## src/hw/rtl/epv_pkg.sv

```systemverilog
// shared types, constants and helpers for the encoder position and velocity estimator
`timescale 1ns / 1ps

package epv_pkg;

  // field widths
  localparam int RAW_W   = 32;
  localparam int IVL_W   = 20;
  localparam int ALPHA_W = 17;
  localparam int SCALE_W = 24;
  localparam int POS_W   = 48;
  localparam int CFG_W   = 32;
  localparam int IDX_W   = 3;

  // datapath sizing
  localparam int ACC_W   = 70;
  localparam int MUL_W   = 24;
  localparam int QUO_W   = 48;
  localparam int ITER_W  = 6;

  // fixed point
  localparam int SCALE_FRAC        = 24;
  localparam int ALPHA_FRAC        = 16;
  localparam int FRACTION_BITS_DEF = 16;

  // counts per second over microseconds
  localparam int                 K_W      = 20;
  localparam logic [K_W-1:0]     US_PER_S = 20'd1000000;

  localparam logic [ALPHA_W-1:0] ALPHA_ONE = 17'h10000;

  // register reset values
  localparam logic [RAW_W-1:0]   HOME_COUNT_RST   = '0;
  localparam logic               DIRECTION_RST    = 1'b0;
  localparam logic [ALPHA_W-1:0] ALPHA_RST        = 17'd13107;
  localparam logic [SCALE_W-1:0] SCALE_RST        = 24'd83886;
  localparam logic [IVL_W-1:0]   MIN_INTERVAL_RST = 20'd100;

  typedef enum logic [IDX_W-1:0] {
    REG_HOME_COUNT   = 3'd0,
    REG_DIRECTION    = 3'd1,
    REG_ALPHA        = 3'd2,
    REG_SCALE        = 3'd3,
    REG_MIN_INTERVAL = 3'd4
  } cfg_reg_t;

  typedef struct packed {
    logic [RAW_W-1:0]   home_count;
    logic               direction_negative;
    logic [ALPHA_W-1:0] alpha_q16;
    logic [SCALE_W-1:0] mm_per_count_q24;
    logic [IVL_W-1:0]   min_interval_us;
  } cfg_t;

  // request to the shared adder: a + b, or a - b when sub is set
  typedef struct packed {
    logic [ACC_W-1:0] a;
    logic [ACC_W-1:0] b;
    logic             sub;
  } alu_req_t;

  // clamp a wide signed value to 48 signed bits
  function automatic logic [POS_W-1:0] sat48(input logic [ACC_W-1:0] x);
    logic [ACC_W-POS_W:0] top;
    logic [POS_W-1:0]     res;
    top = x[ACC_W-1:POS_W-1];
    if (&top || ~|top) begin
      res = x[POS_W-1:0];
    end else if (x[ACC_W-1]) begin
      res = {1'b1, {(POS_W-1){1'b0}}};
    end else begin
      res = {1'b0, {(POS_W-1){1'b1}}};
    end
    return res;
  endfunction

endpackage

```

## src/hw/rtl/epv_alu.sv

```systemverilog
// shared add/subtract unit used by every step of the estimator
`timescale 1ns / 1ps

module epv_alu (
  input  epv_pkg::alu_req_t             req,
  output logic [epv_pkg::ACC_W-1:0]     sum
);
  import epv_pkg::*;

  logic [ACC_W-1:0] b_op;

  always_comb begin
    b_op = req.sub ? ~req.b : req.b;
    sum  = req.a + b_op + ACC_W'(req.sub);
  end

endmodule

```

## src/hw/rtl/epv_engine.sv

```systemverilog
// sequencer and datapath registers of the estimator around the shared adder
`timescale 1ns / 1ps

module epv_engine #(
  parameter int FRACTION_BITS = epv_pkg::FRACTION_BITS_DEF
) (
  input  logic                         clk,
  input  logic                         rst_n,
  input  logic                         start,
  output logic                         idle,
  input  logic [epv_pkg::RAW_W-1:0]    enc_count,
  input  logic [epv_pkg::IVL_W-1:0]    interval_us,
  input  logic                         restart,
  input  epv_pkg::cfg_t                cfg,
  output logic                         res_valid,
  input  logic                         res_take,
  output logic [epv_pkg::POS_W-1:0]    res_position,
  output logic [epv_pkg::POS_W-1:0]    res_velocity
);
  import epv_pkg::*;

  localparam int POS_SHIFT = SCALE_FRAC - FRACTION_BITS;

  typedef enum logic [3:0] {
    ST_IDLE, ST_NET, ST_NEG, ST_PMUL, ST_POS, ST_DIFF, ST_MAG, ST_KMUL,
    ST_DCHK, ST_DIV, ST_INST, ST_EDIF, ST_EMUL, ST_EFIN, ST_FIN
  } state_t;

  state_t             state_r;
  logic [ITER_W-1:0]  cnt_r;
  logic [ACC_W-1:0]   acc_r;
  logic [ACC_W-1:0]   opnd_r;
  logic [MUL_W-1:0]   mult_r;
  logic [IVL_W-1:0]   rem_r;
  logic               neg_r;
  logic [RAW_W-1:0]   raw_r;
  logic [IVL_W-1:0]   ivl_r;
  logic               restart_r;
  logic [POS_W-1:0]   pos_r;
  logic [POS_W-1:0]   vel_r;
  logic [POS_W-1:0]   prev_r;
  logic [POS_W-1:0]   smooth_r;
  logic               primed_r;

  alu_req_t           req;
  logic [ACC_W-1:0]   sum;
  logic               sum_neg;
  logic [POS_W-1:0]   pos_calc;
  logic [POS_W-1:0]   vel_calc;
  logic [POS_W-1:0]   mag_c;
  logic [ALPHA_W-1:0] alpha_eff;
  logic               mul_step;

  epv_alu u_alu (
    .req (req),
    .sum (sum)
  );

  assign sum_neg   = sum[ACC_W-1];
  assign pos_calc  = sat48(ACC_W'($signed(acc_r) >>> POS_SHIFT));
  assign vel_calc  = sat48(ACC_W'($signed(acc_r) >>> ALPHA_FRAC));
  // weights above one act as one
  assign alpha_eff = cfg.alpha_q16[ALPHA_W-1] ? ALPHA_ONE : cfg.alpha_q16;
  assign mul_step  = (state_r == ST_PMUL) || (state_r == ST_KMUL) || (state_r == ST_EMUL);

  // rate clamp: 2^47 on the negative side, 2^47-1 on the positive side
  always_comb begin
    if (acc_r[QUO_W-1]) begin
      mag_c = neg_r ? {1'b1, {(QUO_W-1){1'b0}}} : {1'b0, {(QUO_W-1){1'b1}}};
    end else begin
      mag_c = acc_r[QUO_W-1:0];
    end
  end

  always_comb begin
    req.a   = acc_r;
    req.b   = '0;
    req.sub = 1'b0;
    unique case (state_r)
      ST_NET: begin
        req.a   = ACC_W'($signed(raw_r));
        req.b   = ACC_W'($signed(cfg.home_count));
        req.sub = 1'b1;
      end
      ST_NEG: begin
        req.a   = '0;
        req.b   = opnd_r;
        req.sub = 1'b1;
      end
      ST_PMUL, ST_KMUL, ST_EMUL: begin
        req.b = mult_r[0] ? opnd_r : '0;
      end
      ST_DIFF: begin
        req.a   = ACC_W'($signed(pos_r));
        req.b   = ACC_W'($signed(prev_r));
        req.sub = 1'b1;
      end
      ST_MAG: begin
        req.a   = '0;
        req.b   = acc_r;
        req.sub = 1'b1;
      end
      ST_DCHK: begin
        req.a   = ACC_W'(acc_r[ACC_W-1:QUO_W]);
        req.b   = ACC_W'(ivl_r);
        req.sub = 1'b1;
      end
      ST_DIV: begin
        req.a   = ACC_W'({rem_r, acc_r[QUO_W-1]});
        req.b   = ACC_W'(ivl_r);
        req.sub = 1'b1;
      end
      ST_INST: begin
        req.a   = '0;
        req.b   = ACC_W'(mag_c);
        req.sub = 1'b1;
      end
      ST_EDIF: begin
        req.a   = acc_r;
        req.b   = ACC_W'($signed(smooth_r));
        req.sub = 1'b1;
      end
      default: begin
        req.a   = acc_r;
        req.b   = '0;
        req.sub = 1'b0;
      end
    endcase
  end

  assign idle         = (state_r == ST_IDLE);
  assign res_valid    = (state_r == ST_FIN);
  assign res_position = pos_r;
  assign res_velocity = vel_r;

  always_ff @(posedge clk) begin
    if (!rst_n) begin
      state_r  <= ST_IDLE;
      primed_r <= 1'b0;
      prev_r   <= '0;
      smooth_r <= '0;
    end else begin
      // shift-add multiply step
      if (mul_step) begin
        acc_r  <= sum;
        opnd_r <= {opnd_r[ACC_W-2:0], 1'b0};
        mult_r <= {1'b0, mult_r[MUL_W-1:1]};
        cnt_r  <= cnt_r - 1'b1;
      end
      unique case (state_r)
        ST_IDLE: begin
          if (start) begin
            raw_r     <= enc_count;
            ivl_r     <= interval_us;
            restart_r <= restart;
            state_r   <= ST_NET;
          end
        end
        ST_NET: begin
          opnd_r  <= ACC_W'($signed(sum[RAW_W-1:0]));
          state_r <= ST_NEG;
        end
        ST_NEG: begin
          if (cfg.direction_negative) begin
            opnd_r <= sum;
          end
          acc_r   <= '0;
          mult_r  <= MUL_W'(cfg.mm_per_count_q24);
          cnt_r   <= ITER_W'(SCALE_W - 1);
          state_r <= ST_PMUL;
        end
        ST_PMUL: begin
          if (cnt_r == '0) begin
            state_r <= ST_POS;
          end
        end
        ST_POS: begin
          pos_r <= pos_calc;
          if (!primed_r || restart_r) begin
            primed_r <= 1'b1;
            prev_r   <= pos_calc;
            smooth_r <= '0;
            vel_r    <= '0;
            state_r  <= ST_FIN;
          end else if (ivl_r <= cfg.min_interval_us) begin
            vel_r   <= smooth_r;
            state_r <= ST_FIN;
          end else begin
            state_r <= ST_DIFF;
          end
        end
        ST_DIFF: begin
          acc_r   <= sum;
          neg_r   <= sum_neg;
          state_r <= ST_MAG;
        end
        ST_MAG: begin
          opnd_r  <= neg_r ? sum : acc_r;
          acc_r   <= '0;
          mult_r  <= MUL_W'(US_PER_S);
          cnt_r   <= ITER_W'(K_W - 1);
          state_r <= ST_KMUL;
        end
        ST_KMUL: begin
          if (cnt_r == '0) begin
            state_r <= ST_DCHK;
          end
        end
        ST_DCHK: begin
          // quotient would reach 2^48: saturate without dividing
          if (!sum_neg) begin
            acc_r   <= ACC_W'({1'b1, {(QUO_W-1){1'b0}}});
            state_r <= ST_INST;
          end else begin
            rem_r   <= acc_r[QUO_W+IVL_W-1:QUO_W];
            acc_r   <= ACC_W'(acc_r[QUO_W-1:0]);
            cnt_r   <= ITER_W'(QUO_W - 1);
            state_r <= ST_DIV;
          end
        end
        ST_DIV: begin
          // restoring division, one quotient bit a cycle
          acc_r[QUO_W-1:0] <= {acc_r[QUO_W-2:0], ~sum_neg};
          rem_r            <= sum_neg ? {rem_r[IVL_W-2:0], acc_r[QUO_W-1]}
                                      : sum[IVL_W-1:0];
          cnt_r            <= cnt_r - 1'b1;
          if (cnt_r == '0) begin
            state_r <= ST_INST;
          end
        end
        ST_INST: begin
          acc_r   <= neg_r ? sum : ACC_W'(mag_c);
          state_r <= ST_EDIF;
        end
        ST_EDIF: begin
          // s*2^16 + a*(v - s)
          opnd_r  <= sum;
          acc_r   <= ACC_W'($signed(smooth_r)) << ALPHA_FRAC;
          mult_r  <= MUL_W'(alpha_eff);
          cnt_r   <= ITER_W'(ALPHA_W - 1);
          state_r <= ST_EMUL;
        end
        ST_EMUL: begin
          if (cnt_r == '0) begin
            state_r <= ST_EFIN;
          end
        end
        ST_EFIN: begin
          vel_r    <= vel_calc;
          smooth_r <= vel_calc;
          prev_r   <= pos_r;
          state_r  <= ST_FIN;
        end
        ST_FIN: begin
          if (res_take) begin
            state_r <= ST_IDLE;
          end
        end
        default: begin
          state_r <= ST_IDLE;
        end
      endcase
    end
  end

endmodule

```

## src/hw/rtl/encoder_position_velocity_ema_core.sv

```systemverilog
// top level of the encoder position and velocity estimator with moving-average filter
`timescale 1ns / 1ps

// Each word on the input carries an encoder count, the time since the previous
// sample in microseconds and a restart flag; each produces exactly one result
// word holding the position in signed Q.FRACTION_BITS millimetres and the
// filtered velocity in millimetres per second, both 48 bits and saturated.
// Position is the count minus the home count, wrapped to 32 bits, negated when
// direction_negative is set, times the Q0.24 scale. The first sample after
// reset, or any word with restart set, primes the estimator and reports
// velocity 0; an interval at or below the minimum interval reports the held
// filtered velocity and leaves the state alone. Otherwise the instantaneous
// rate (position change times 10^6 over the interval, truncated, clamped to
// 48 bits) feeds an exponential moving average weighted by alpha_q16.
// All arithmetic runs through one 70-bit adder under a sequencer: a 24-step
// shift-add multiply for position, a 20-step multiply by 10^6, a 48-step
// restoring divide and a 17-step multiply for the filter. The divide is
// skipped when the rate saturates; a priming or held-velocity sample skips
// every step after the position multiply. The input is ready only while the
// sequencer is idle, which starts the cycle after the result leaves it.
// Results sit in an output register, so the next word can be taken while the
// previous result waits for out_ready. Configuration writes are single-cycle
// and should only happen while the block is idle.

module encoder_position_velocity_ema_core #(
  parameter int FRACTION_BITS = epv_pkg::FRACTION_BITS_DEF
) (
  input  logic                              clk,
  input  logic                              rst_n,

  // configuration write port
  input  logic                              cfg_we,
  input  logic [epv_pkg::IDX_W-1:0]         cfg_index,
  input  logic [epv_pkg::CFG_W-1:0]         cfg_wdata,

  // input words
  input  logic                              in_valid,
  output logic                              in_ready,
  input  logic signed [epv_pkg::RAW_W-1:0]  in_enc_count,
  input  logic [epv_pkg::IVL_W-1:0]         in_interval_us,
  input  logic                              in_restart,

  // result words
  output logic                              out_valid,
  input  logic                              out_ready,
  output logic signed [epv_pkg::POS_W-1:0]  out_position_mm_q16,
  output logic signed [epv_pkg::POS_W-1:0]  out_velocity_mm_s_q16
);
  import epv_pkg::*;

  cfg_t             cfg_r;
  logic             out_valid_r;
  logic [POS_W-1:0] out_pos_r;
  logic [POS_W-1:0] out_vel_r;

  logic             eng_idle;
  logic             res_valid;
  logic             res_take;
  logic [POS_W-1:0] res_position;
  logic [POS_W-1:0] res_velocity;

  // configuration registers
  always_ff @(posedge clk) begin
    if (!rst_n) begin
      cfg_r.home_count         <= HOME_COUNT_RST;
      cfg_r.direction_negative <= DIRECTION_RST;
      cfg_r.alpha_q16          <= ALPHA_RST;
      cfg_r.mm_per_count_q24   <= SCALE_RST;
      cfg_r.min_interval_us    <= MIN_INTERVAL_RST;
    end else if (cfg_we) begin
      unique case (cfg_index)
        REG_HOME_COUNT:   cfg_r.home_count         <= cfg_wdata[RAW_W-1:0];
        REG_DIRECTION:    cfg_r.direction_negative <= cfg_wdata[0];
        REG_ALPHA:        cfg_r.alpha_q16          <= cfg_wdata[ALPHA_W-1:0];
        REG_SCALE:        cfg_r.mm_per_count_q24   <= cfg_wdata[SCALE_W-1:0];
        REG_MIN_INTERVAL: cfg_r.min_interval_us    <= cfg_wdata[IVL_W-1:0];
        default: begin
          // unused indexes are ignored
        end
      endcase
    end
  end

  // sequencer takes a word whenever it is idle
  assign in_ready = eng_idle;

  epv_engine #(
    .FRACTION_BITS (FRACTION_BITS)
  ) u_engine (
    .clk          (clk),
    .rst_n        (rst_n),
    .start        (in_valid),
    .idle         (eng_idle),
    .enc_count    (in_enc_count),
    .interval_us  (in_interval_us),
    .restart      (in_restart),
    .cfg          (cfg_r),
    .res_valid    (res_valid),
    .res_take     (res_take),
    .res_position (res_position),
    .res_velocity (res_velocity)
  );

  // output register frees the sequencer once a result is handed over
  assign res_take = !out_valid_r || out_ready;

  always_ff @(posedge clk) begin
    if (!rst_n) begin
      out_valid_r <= 1'b0;
    end else if (res_valid && res_take) begin
      out_valid_r <= 1'b1;
      out_pos_r   <= res_position;
      out_vel_r   <= res_velocity;
    end else if (out_ready) begin
      out_valid_r <= 1'b0;
    end
  end

  assign out_valid             = out_valid_r;
  assign out_position_mm_q16   = out_pos_r;
  assign out_velocity_mm_s_q16 = out_vel_r;

endmodule

```

## config.mk

```make
export PLATFORM = sky130hd
export DESIGN_NAME = encoder_position_velocity_ema_core
export DESIGN_NICKNAME = d
export VERILOG_FILES = /design/src/hw/rtl/epv_pkg.sv /design/src/hw/rtl/epv_alu.sv /design/src/hw/rtl/epv_engine.sv /design/src/hw/rtl/encoder_position_velocity_ema_core.sv
export SDC_FILE = /design/constraint.sdc
export NUM_CORES = 2
export LEC_CHECK = 0
export BUFFER_PORTS_ARGS = -buffer_cell sky130_fd_sc_hd__buf_4
export CAP_MARGIN = 20
export CORE_MARGIN = 2
export CORE_UTILIZATION = 28
export DETAILED_ROUTE_END_ITERATION = 10
export HOLD_SLACK_MARGIN = 0.06
export PLACE_DENSITY = 0.43
export SYNTH_ARGS = -nofsm -noshare
export SYNTH_HDL_FRONTEND = slang
export SYNTH_HIERARCHICAL = 1
export SYNTH_SLANG_ARGS = --single-unit
export TNS_END_PERCENT = 10
```

## constraint.sdc

```tcl
create_clock -name clk -period 17.7 [get_ports clk]
set_clock_uncertainty 0.15 [all_clocks]
set_input_delay 3.54 -clock clk [delete_from_list [all_inputs] [get_ports clk]]
set_output_delay 3.54 -clock clk [all_outputs]
set_load 0.1 [all_outputs]
```

==> reports/qor_table.md <==
| Step | Quantity | Reported |
| --- | --- | --- |
| synthesis | Share of flip-flops with an asynchronous set or reset after synthesis | 0% |
| timing | Relative slew margins | 24.41% |
| floorplanning | Core Box Area | 123500 sq um |
| timing | Worst hold slack after final layout | 0.2677 ns |
| critical path | Slowest stage delay, CP | 0.64 ns |
| placed design | Placed wire-length estimate | 101.7 mm |
| clock tree | Clock insertion delay at the later pin of the skew report | 0.67 ns |
| timing | Final critical-path share of the clock period | 44.36% |
| synthesis | Number of warnings reported in the yosys synthesis log | 6 |
| drt | Number of vias per cell after detailed routing | 5.562 |
| timing | Slew at the pin with the worst max-slew slack | 1.131 ns |
| critical path | Cells along the critical path | buf_4, nand2b_1, nor2_4, buf_4, buf_4, a221oi_1, nand3_1, xor2_1, ha_1, and4_1, nand4_1, or3_1, o221ai_1, o21ai_1, nand3_2, a41oi_4, a21oi_1, xnor2_2, buf_4, a21oi_1, o221a_2, buf_4 |
| clock tree | Number of buffers inserted during clock tree synthesis | 76 |
| clock tree | Clock Tree Buf Depth | 3 |
| clock tree | CTS tree | done |
| clock tree | Total number of H-tree levels | 3 |
| pwr | Worst vdd ir | 0.1431 mV |
| floorplanning | Area enclosed by the die boundary | 127000 sq um |
| timing | Final TNS setup | 0 ns |
| synthesis | Netlist area before placement | 34770 sq um |
| critical path | Depth of the most critical reg-to-reg path | 22 |
| timing | Hold Fails Final Rpt | 0 |
| layout | Filler instances | 12703 |
| placed design | Buffers added on ports | 190 |
| synthesis | Post-synthesis instance total | 3509 |
| global route | Global route overflow | 0 |
| synthesis | Mean area per synthesized cell | 9.908 sq um |
| drt | Overall routed net length | 144.3 mm |
| critical path | Type of destination of the critical path | register |
| critical path | Nature of the critical path startpoint | register |
| clock tree | Post-CTS resize count | 0 |
| layout | Area growth, synth to finish | 15.88% |
| drt | First DRT Iteration DRCs | 3055 |
| synthesis | Top flip-flop cell by instance count after synthesis | edfxtp_1 |
| synthesis | Part of the Yosys area used for sequential elements | 48.95% |
| critical path | Critical path buffer and inverter count | 5 |
| clock tree | Post-CTS setup buffer count | 0 |
| placed design | Global placement routability congestion | 0.8969 |
| synthesis | Synth area leader | edfxtp_1 |
| critical path | Worst EP required | 17.84 ns |
| min path | Min-Delay Path Depth | 0 |
| synthesis | Top cells by instance count after synthesis | nand2_1 (558), edfxtp_1 (436), a21oi_1 (223) |
| layout | Final #Nets | 3748 |
| synthesis | Distinct cells, synth | 101 |
| drt | Total via count after detailed routing | 29282 |
| global route | Initial antenna violation count | 4 |
| critical path | Kind of critical path | register to register |
| floorplanning | Cell row count | 129 |
| critical path | Dominant delay contributor by cell family on the critical path | buffers and inverters |
| critical path | Largest fanout on the critical path | 55 |
| synthesis | Post-Synthesis Net Count | 3694 |
| floorplanning | Die boundary width | 356.4 um |
| floorplanning | Initial cell density of the core | 28.16% |
| critical path | Endpoint arrival time on the critical path | 7.99 ns |
| timing | Number of max-slew violations in the final report | 0 |
| synthesis | Cells taking the most area after synthesis | edfxtp_1 (38%), dfxtp_1 (11%), nand2_1 (6.0%) |
| clock tree | CTS root buffer | clkbuf_16 |
| floorplanning | Die Height | 356.4 um |
| critical path | Instance count on the critical path | 22 |
| critical path | CP dominant cell by count | buf_4 |
| timing | Final-report setup violation count | 0 |
| global route | Maximum number of pins on one net before global-route repair | 165 |
| timing | Fmax | 0.1274 GHz |
| clock tree | Count of hold-fix buffers inserted at cts | 0 |
| global route | Via count of the first global-routing pass | 28904 |
| layout | Share of cells above drive strength 1 | 12.55% |
| timing | Setup repair after global routing missed its margin | no |
| global route | Global-route wire length before repair | 208.5 mm |
| pwr | Overall power | 9527 uW |
| critical path | CP max stage cell | buf_4 |
| synthesis | EDFF count, synth | 436 |
| run | Max-Cap Viols | 0 |
| pwr | Pleak | 0.01513 uW |
| drt | Remaining routing DRC violations | 0 |
| min path | Worst min-delay path category | register to register |
| floorplanning | I/O pin total | 191 |
| layout | Total area of multi-input combinational cells | 16210 sq um |
| drt | Average detailed-routed wire length per instance | 27.40 um |
| drt | Final antenna-violating net count | 0 |
| layout | Final design utilization | 32.63% |
| synthesis | Most used standard cell by instance count after synthesis | nand2_1 |
| clock tree | Clock tree sinks | 632 |
| clock tree | Clock input transition at the sequential cells of the worst setup and hold paths | 0.06 ns |
| timing | Crit path time final | 7.852 ns |
| pwr | Cell Pwr Density | 236.5 nW/um^2 |
| drt | First-pass detailed-route iteration total | 9 |
| global route | Total global routing track utilization | 22.20% |
| outcome | Status | finished clean |
| synthesis | Yosys top cell area share | 37.66% |
| layout | Sequential standard cell area | 17020 sq um |
| synthesis | #FFs+latches synth | 632 |
[layout make-up]
| type | count | area share (%) |
|---|---|---|
| diodes | 2 | 0.01242 |
| clock buffers | 111 | 5.376 |
| clock inverters | 30 | 0.9224 |
| inverters | 119 | 1.112 |
| multi-input cells | 2471 | 40.23 |
| flip-flops and latches | 632 | 42.24 |
| well taps | 1637 | 5.084 |
| repair buffers | 263 | 5.025 |
[power by group]
| part | internal (uW) | leakage (uW) | switching (uW) |
|---|---|---|---|
| Clock | 945 | 0.00124 | 678 |
| Sequential | 2100 | 0.00555 | 366 |
| Combinational | 1900 | 0.00834 | 3540 |
| Total | 4940 | 0.0151 | 4580 |
[per-stage QoR]
stage | area [sq um] | setup slack [ns] | instances
finish | 40290 | 9.848 | 5265
global route | 40280 | 9.366 | 5263
CTS | 40270 | 9.913 | 5262
detailed placement | 37730 | 9.947 | 5121
global placement | 37690 | 9.930 | 5119
floorplan | 34770 | 9.918 | 3509
[per-layer routing]
layer | wire (um) | GRT usage [%] | vias to the layer above
met2 | 66330 | 35.59 | 1183
met3 | 9644 | 4.159 | 252
met5 | 27 | 0 | -
met1 | 62380 | 29.57 | 14520
li1 | - | - | 13323
met4 | 5897 | 8.515 | 4
[flip-flops by register name (all words and copies together) (netlist names), 4 cells and up]
signal and cells:
u_engine/acc_r 70, u_engine/raw_r 32, out_position_mm_q16 48, u_engine/prev_r 48
u_engine/rem_r 20, u_engine/cnt_r 6, u_engine/mult_r 24, u_engine/state_r 4
u_engine/ivl_r 20, u_engine/res_velocity 48, u_engine/res_position 48, out_velocity_mm_s_q16 48
u_engine/smooth_r 48, u_engine/opnd_r 70, cfg_r 94
[layout by cell type (no fill, tap or decap), types with 9 or more instances in the layout]
cell	instances
a21o_1	61
a21oi_1	218
a221o_1	73
a221oi_1	55
a222oi_1	47
a22o_1	26
a22oi_1	162
a31oi_1	11
and2_1	11
buf_4	258
clkbuf_1	24
clkbuf_16	78
clkbuf_8	10
clkinv_2	9
dfxtp_1	195
edfxtp_1	436
ha_1	91
inv_1	117
mux2i_1	154
nand2_1	555
nand2b_1	15
nand3_1	107
nand4_1	43
nor2_1	67
nor2_4	10
nor2b_1	44
nor3_1	19
o211ai_1	13
o21a_1	11
o21ai_0	206
o21ai_1	91
o21bai_1	22
o221ai_1	16
o22ai_1	53
o31ai_1	9
xnor2_1	37
xor2_1	99
[worst register-to-register path: cells and delay by family (launching register included)]
| family | cells | cell delay [ns] |
|---|---|---|
| buffers and inverters | 5 | 2.54 |
| AOI/OAI and AO/OA | 7 | 1.86 |
| and+or+nand+nor | 7 | 1.85 |
| adders and majority gates | 1 | 0.48 |
| DFF | 1 | 0.32 |
| xor gates and xnor gates | 2 | 0.19 |
[logic make-up (layout without fill, tap and decap cells)]
family | after synthesis | after routing | synth area share, %
xor gates and xnor gates | 137 | 137 | 3.451
and+or+nand+nor | 942 | 942 | 12.27
other | 0 | 2 | 0
DFF | 632 | 632 | 48.95
AOI/OAI and AO/OA | 1143 | 1143 | 22.38
muxes | 157 | 157 | 4.542
adders and majority gates | 92 | 92 | 3.333
buffers and inverters | 406 | 523 | 5.078
[path summary, 6_finish.rpt]
path | start | end | slack [ns]
min | u_engine/res_velocity[32] | out_velocity_mm_s_q16[32] | 0.27
max reg2reg | u_engine/state_r[3] | u_engine/acc_r[41] | 9.85
max | u_engine/state_r[3] | u_engine/acc_r[41] | 9.85
min reg2reg | u_engine/res_velocity[32] | out_velocity_mm_s_q16[32] | 0.27
(Power assumes the default switching activity.)
